## src/sv/qrs_pkg.sv

```systemverilog
// Package of the quadratic root solver: widths, kind codes and stage records.
// No dependencies.
package qrs_pkg;

   localparam int COEF_BITS  = 16;
   localparam int FRAC_BITS  = 16;
   localparam int DISC_W     = 34;
   localparam int ROOT_OUT_W = 40;
   localparam int KIND_W     = 2;

   localparam int PROD_W  = 2 * COEF_BITS;
   localparam int DCALC_W = 2 * COEF_BITS + 2;
   localparam int MAG_W   = DCALC_W;
   localparam int RAD_W   = MAG_W + 2 * FRAC_BITS;
   localparam int PAIRS   = RAD_W / 2;
   localparam int ROOT_W  = PAIRS;
   localparam int REM_W   = ROOT_W + 2;
   localparam int NB_W    = COEF_BITS + FRAC_BITS + 1;
   localparam int NSUM_W  = ((NB_W > ROOT_W + 1) ? NB_W : ROOT_W + 1) + 1;
   localparam int NUM_W   = NSUM_W + 1;
   localparam int ABS_W   = COEF_BITS;
   localparam int DEN_W   = COEF_BITS + 1;

   typedef enum logic [KIND_W-1:0] {
      KIND_REPEATED = 2'd0,
      KIND_DISTINCT = 2'd1,
      KIND_COMPLEX  = 2'd2,
      KIND_DEGEN    = 2'd3
   } kind_type;

   typedef struct packed {
      kind_type                  kind;
      logic signed [DCALC_W-1:0] disc;
      logic signed [NB_W-1:0]    nb;
      logic [ABS_W-1:0]          abs_a;
      logic                      a_neg;
   } side_type;

   typedef struct packed {
      kind_type                  kind;
      logic signed [DCALC_W-1:0] disc;
      logic                      neg0;
      logic                      neg1;
   } tail_type;

endpackage

```

## src/sv/qrs_div.sv

```systemverilog
// Pipelined restoring divider for unsigned values, one quotient bit per stage.
// Depends on qrs_pkg.
module qrs_div (
   input  logic                      clock,
   input  logic                      en,
   input  logic [qrs_pkg::NUM_W-1:0] num,
   input  logic [qrs_pkg::DEN_W-1:0] den,
   output logic [qrs_pkg::NUM_W-1:0] quo
);
   import qrs_pkg::*;

   logic [DEN_W-1:0] rem_ff [NUM_W];
   logic [NUM_W-1:0] num_ff [NUM_W];
   logic [NUM_W-1:0] quo_ff [NUM_W];
   logic [DEN_W-1:0] den_ff [NUM_W];

   for (genvar j = 0; j < NUM_W; j++) begin : g_stage
      localparam int BI = NUM_W - 1 - j;
      logic [DEN_W-1:0] rem_p;
      logic [NUM_W-1:0] num_p;
      logic [NUM_W-1:0] quo_p;
      logic [DEN_W-1:0] den_p;
      logic [DEN_W:0]   rem_sh;
      logic [DEN_W-1:0] rem_in;
      logic [NUM_W-1:0] quo_in;

      if (j == 0) begin : g_first
         assign rem_p = '0;
         assign num_p = num;
         assign quo_p = '0;
         assign den_p = den;
      end else begin : g_next
         assign rem_p = rem_ff[j-1];
         assign num_p = num_ff[j-1];
         assign quo_p = quo_ff[j-1];
         assign den_p = den_ff[j-1];
      end

      always_comb begin
         rem_sh = {rem_p, num_p[BI]};
         quo_in = quo_p;
         if (rem_sh >= {1'b0, den_p}) begin
            rem_in     = DEN_W'(rem_sh - {1'b0, den_p});
            quo_in[BI] = 1'b1;
         end else begin
            rem_in = DEN_W'(rem_sh);
         end
      end

      always_ff @(posedge clock) begin
         if (en) begin
            rem_ff[j] <= rem_in;
            num_ff[j] <= num_p;
            quo_ff[j] <= quo_in;
            den_ff[j] <= den_p;
         end
      end
   end

   assign quo = quo_ff[NUM_W-1];

endmodule

```

## config.mk

```make
export PLATFORM = sky130hd
export DESIGN_NAME = qrs_div
export DESIGN_NICKNAME = d
export VERILOG_FILES = /design/src/sv/qrs_pkg.sv /design/src/sv/qrs_div.sv
export SDC_FILE = /design/constraint.sdc
export NUM_CORES = 2
export LEC_CHECK = 0
export BUFFER_PORTS_ARGS = -buffer_cell sky130_fd_sc_hd__buf_2
export CAP_MARGIN = 20
export CORE_ASPECT_RATIO = 0.7
export CORE_MARGIN = 5
export CORE_UTILIZATION = 25
export CTS_CLUSTER_DIAMETER = 30
export DETAILED_ROUTE_END_ITERATION = 12
export GPL_ROUTABILITY_DRIVEN = 0
export PLACE_DENSITY = 0.43
export REMOVE_ABC_BUFFERS = 1
export SLEW_MARGIN = 20
export SYNTH_ARGS = -nofsm -noshare
export SYNTH_HDL_FRONTEND = slang
export SYNTH_SLANG_ARGS = --single-unit
```

## constraint.sdc

```tcl
create_clock -name clock -period 4.3 [get_ports clock]
set_clock_uncertainty 0.15 [all_clocks]
set_input_delay 0.215 -clock clock [delete_from_list [all_inputs] [get_ports clock]]
set_output_delay 0.215 -clock clock [all_outputs]
set_load 0.05 [all_outputs]
```

==> metrics.txt <==
# TYPE chip_impl_metric gauge
chip_impl_info{name="run_status",value="finished clean"} 1
chip_impl_metric{name="grt_first_pass_wirelength",unit="µm"} 354000
chip_impl_info{name="cp-start-kind",value="flip-flop"} 1
chip_impl_metric{name="antenna_found_initial",unit=""} 7
chip_impl_info{name="crit_path_end",value="rem_ff[6][59]"} 1
chip_impl_metric{name="num_vias",unit=""} 62035
chip_impl_metric{name="post_dp_cell_area",unit="µm²"} 118000
chip_impl_metric{name="cts_made_buffers",unit=""} 530
chip_impl_metric{name="drtIter0Drc",unit=""} 4157
chip_impl_metric{name="cap_violations",unit=""} 0
chip_impl_info{name="rr_startpoint",value="num_ff[6][80]"} 1
chip_impl_info{name="setup_repair_after_global_routing_missed_its_margin",value="no"} 1
chip_impl_metric{name="ctsHtreeMaxLevel",unit=""} 6
chip_impl_info{name="min_path_type",value="primary input to flip-flop"} 1
chip_impl_metric{name="post_drt_via_cell_ratio",unit=""} 4.24
chip_impl_metric{name="peakVddDrop",unit="V"} 0.000387
chip_impl_info{name="cts_tree",value="done"} 1
chip_impl_metric{name="post-route-cell-area",unit="µm²"} 137000
chip_impl_metric{name="die_span_in_x",unit="µm"} 801
chip_impl_info{name="timing_worst_setup_path_type",value="flip-flop to flip-flop"} 1
chip_impl_metric{name="layout_min_cycle_time",unit="ns"} 3.91
chip_impl_metric{name="slew_headroom",unit="%"} 31.9
chip_impl_metric{name="p_leak",unit="nW"} 51.9
chip_impl_metric{name="syn-mean-instance-area",unit="µm²"} 14.4
chip_impl_metric{name="cts_setup_buffers",unit=""} 0
chip_impl_metric{name="layout_stage_area_growth_over_the_synthesis_result",unit="%"} 25.5
chip_impl_info{name="layout.cells.most_common_list",value="sky130_fd_sc_hd__edfxtp_1 (2486), sky130_fd_sc_hd__inv_1 (760), sky130_fd_sc_hd__ha_1 (597)"} 1
chip_impl_metric{name="die_area",unit="µm²"} 452000
chip_impl_metric{name="boundaryPins",unit=""} 91
chip_impl_metric{name="yosys_register_bits",unit=""} 2486
chip_impl_metric{name="r2r_setup_slk",unit="ns"} 0.39
chip_impl_metric{name="final_hold_viol_count",unit=""} 0
chip_impl_metric{name="clk-insertion-delay-late",unit="ns"} 1.00
chip_impl_metric{name="totalWireLength",unit="µm"} 224000
chip_impl_metric{name="final_max_slew_viol_count",unit=""} 0
chip_impl_metric{name="detail_route.drc_violations",unit=""} 0
chip_impl_metric{name="synthesis.area",unit="µm²"} 109000
chip_impl_metric{name="drtAntennaViolNets",unit=""} 0
chip_impl_info{name="min-delay-start",value="den[1]"} 1
chip_impl_metric{name="globalRoute.totalOverflow",unit=""} 0
chip_impl_info{name="timing.rr.end",value="rem_ff[6][59]"} 1
chip_impl_info{name="worstSetupEndpointType",value="flip-flop"} 1
chip_impl_metric{name="track_usage",unit="%"} 9.60
chip_impl_metric{name="worst_slack",unit="ns"} 0.388
chip_impl_metric{name="layout-drive-gt1-share",unit="%"} 15.5
chip_impl_metric{name="final-setup-viol-count",unit=""} 0
chip_impl_info{name="ctsRootBufferMaster",value="sky130_fd_sc_hd__clkbuf_16"} 1
chip_impl_metric{name="floorplan.core_area",unit="µm²"} 437000
chip_impl_metric{name="place_ws",unit="ns"} 0.267
chip_impl_info{name="synthFlopType",value="sky130_fd_sc_hd__edfxtp_1"} 1
chip_impl_metric{name="max_freq",unit="MHz"} 256
chip_impl_metric{name="grt_start_max_net_pins",unit=""} 162
chip_impl_metric{name="post-dp-hpwl",unit="µm"} 151000
chip_impl_info{name="layout_commonest_cell",value="sky130_fd_sc_hd__edfxtp_1"} 1
chip_impl_metric{name="yosysSeqAreaShare",unit="%"} 68.2
chip_impl_metric{name="cts_buffer_depth",unit=""} 4
chip_impl_metric{name="timing.reg2reg.worst_path_depth",unit=""} 12
chip_impl_metric{name="cts.clk_slew.worst_paths",unit="ns"} 0.05
chip_impl_metric{name="first_global_vias",unit=""} 62988
chip_impl_metric{name="worst_pin_slew",unit="ns"} 1.02
chip_impl_metric{name="portBuffers",unit=""} 90
chip_impl_metric{name="synth_async_sr_flop_share",unit="%"} 0
chip_impl_metric{name="clock-sinks",unit=""} 2486
chip_impl_metric{name="floorplan.initialDensity",unit="%"} 25.1
chip_impl_metric{name="number_of_different_library_cells_in_the_post_synthesis_netlist",unit=""} 92
chip_impl_metric{name="cellPowerDensity",unit="nW/µm²"} 770
chip_impl_metric{name="synth.yosys.warnings",unit=""} 0
chip_impl_info{name="critical_path.startpoint",value="num_ff[6][80]"} 1
chip_impl_metric{name="chipHeight",unit="µm"} 564
chip_impl_metric{name="layout_worst_path_cycle_share",unit="%"} 91.0
chip_impl_metric{name="worst_endpoint_data_arrival_time",unit="ns"} 4.45
chip_impl_metric{name="critPathRequiredTime",unit="ns"} 4.84
chip_impl_metric{name="final_nets",unit=""} 9031
chip_impl_metric{name="post_synth_inst_count",unit=""} 7618
chip_impl_metric{name="critPathMaxFanout",unit=""} 18
chip_impl_metric{name="placement_rows",unit=""} 203
chip_impl_metric{name="detail_route.first_pass.iterations",unit=""} 5
chip_impl_metric{name="route.detailed.wl_per_inst",unit="µm"} 15.3
chip_impl_metric{name="edff_count_synth",unit=""} 2486
[cell type report]
| class | count | area [µm²] |
|---|---|---|
| Antenna cell | 4 | 10.0 |
| Clock buffer | 597 | 13600 |
| Clock inverter | 369 | 4650 |
| Fill cell | 42883 | 299000 |
| Inverter | 761 | 2860 |
| Multi-Input combinational cell | 4264 | 31700 |
| Sequential cell | 2486 | 74700 |
| Tap cell | 5842 | 7310 |
| Timing Repair Buffer | 302 | 2640 |
[registers in the layout, summed over array words and instances, names as in the netlist]
signal / flops
den_ff: 595
num_ff: 630
quo_ff: 666
rem_ff: 595
[per-stage QoR]
step	setup TNS [ns]	hold WS (ns)	instances	total power, mW	utilization, %
detailed placement	0	0.244	13547	65.2	27.0
global placement	0	0.248	13547	64.7	27.0
floorplan	-13.65	0.164	7511	56.8	-
CTS	0	0.0171	14620	107	31.4
global route	0	0.0975	14623	112	31.5
finish	0	0.155	14625	106	31.5
[power by group]
group	leakage, nW	internal (mW)	switching [mW]
clock network	8.75	26.7	14.0
registers	24.3	33.1	2.54
logic	18.9	13.2	16.3
total	51.9	73.0	32.8
[cells by family (layout without fill, tap and decap cells)]
family / count (synthesis) / in the layout / synth area share, %
flops: 2486 / 2486 / 68.2
simple gates: 1304 / 1304 / 5.54
buf+inv: 868 / 2029 / 3.02
compound gates: 1563 / 1563 / 9.00
mux: 318 / 318 / 3.23
other cells: 0 / 4 / 0
xor+xnor: 448 / 448 / 3.58
fa+ha+maj: 631 / 631 / 7.44
[how the worst min path moves through the flow]
| stage | to | depth (start not counted) |
|---|---|---|
| 5_1_grt | den_ff[1][21] | 2 |
| 3_5_place_dp | num_ff[0][0] | 1 |
| 2_1_floorplan | den_ff[0][0] | 0 |
| 6_report | rem_ff[0][1] | 5 |
| 3_3_place_gp | num_ff[0][26] | 1 |
| 4_1_cts | rem_ff[0][1] | 5 |
[cells in the mapped netlist, drive strengths merged (28+ instances only)]
master	count	area, µm²
inv	760	2850
fa	34	681
mux2i	31	310
nor3	109	562
nand2b	59	369
a211oi	59	460
xor2	182	1590
mux2	287	3230
nor2b	50	313
o21ai	416	2090
nand4	79	494
a21o	165	1240
a21oi	457	2300
edfxtp	2486	74700
or3	33	206
ha	597	7470
o21bai	81	608
nor2	343	1290
xnor2	266	2330
a31oi	56	350
nand2	454	1700
buf	28	158
nand3	54	270
clkbuf	79	298
o31ai	37	278
o21a	78	586
[worst max-delay path, cell delays in order, from the launching register on]
cell and delay, ns:
sky130_fd_sc_hd__edfxtp_1 0.36, sky130_fd_sc_hd__inv_1 0.08, sky130_fd_sc_hd__ha_1 0.16, sky130_fd_sc_hd__inv_1 0.05, sky130_fd_sc_hd__fa_1 0.40, sky130_fd_sc_hd__a21oi_1 0.22, sky130_fd_sc_hd__o21ai_1 0.14, sky130_fd_sc_hd__a211oi_1 0.43
sky130_fd_sc_hd__o21a_1 0.17, sky130_fd_sc_hd__o21ai_1 0.06, sky130_fd_sc_hd__a221o_1 0.34, sky130_fd_sc_hd__a211o_1 0.63, sky130_fd_sc_hd__mux2_2 0.43
[routing by layer]
metal,GRT usage (%),part of all wire (%),up-vias
li1,-,-,30169
met1,14.4,51,29947
met2,13.4,40,1411
met3,2.12,5.4,508
met4,3.46,2.9,0
met5,0,0,-
[repair_timing]
action / in CTS / in global routing
setup endpoints to repair: 0 / 1
hold endpoints to repair: 977 / 0
gates resized for setup: 0 / 1
hold buffers: 107 / 0
Power figures use the tool's default switching activity.
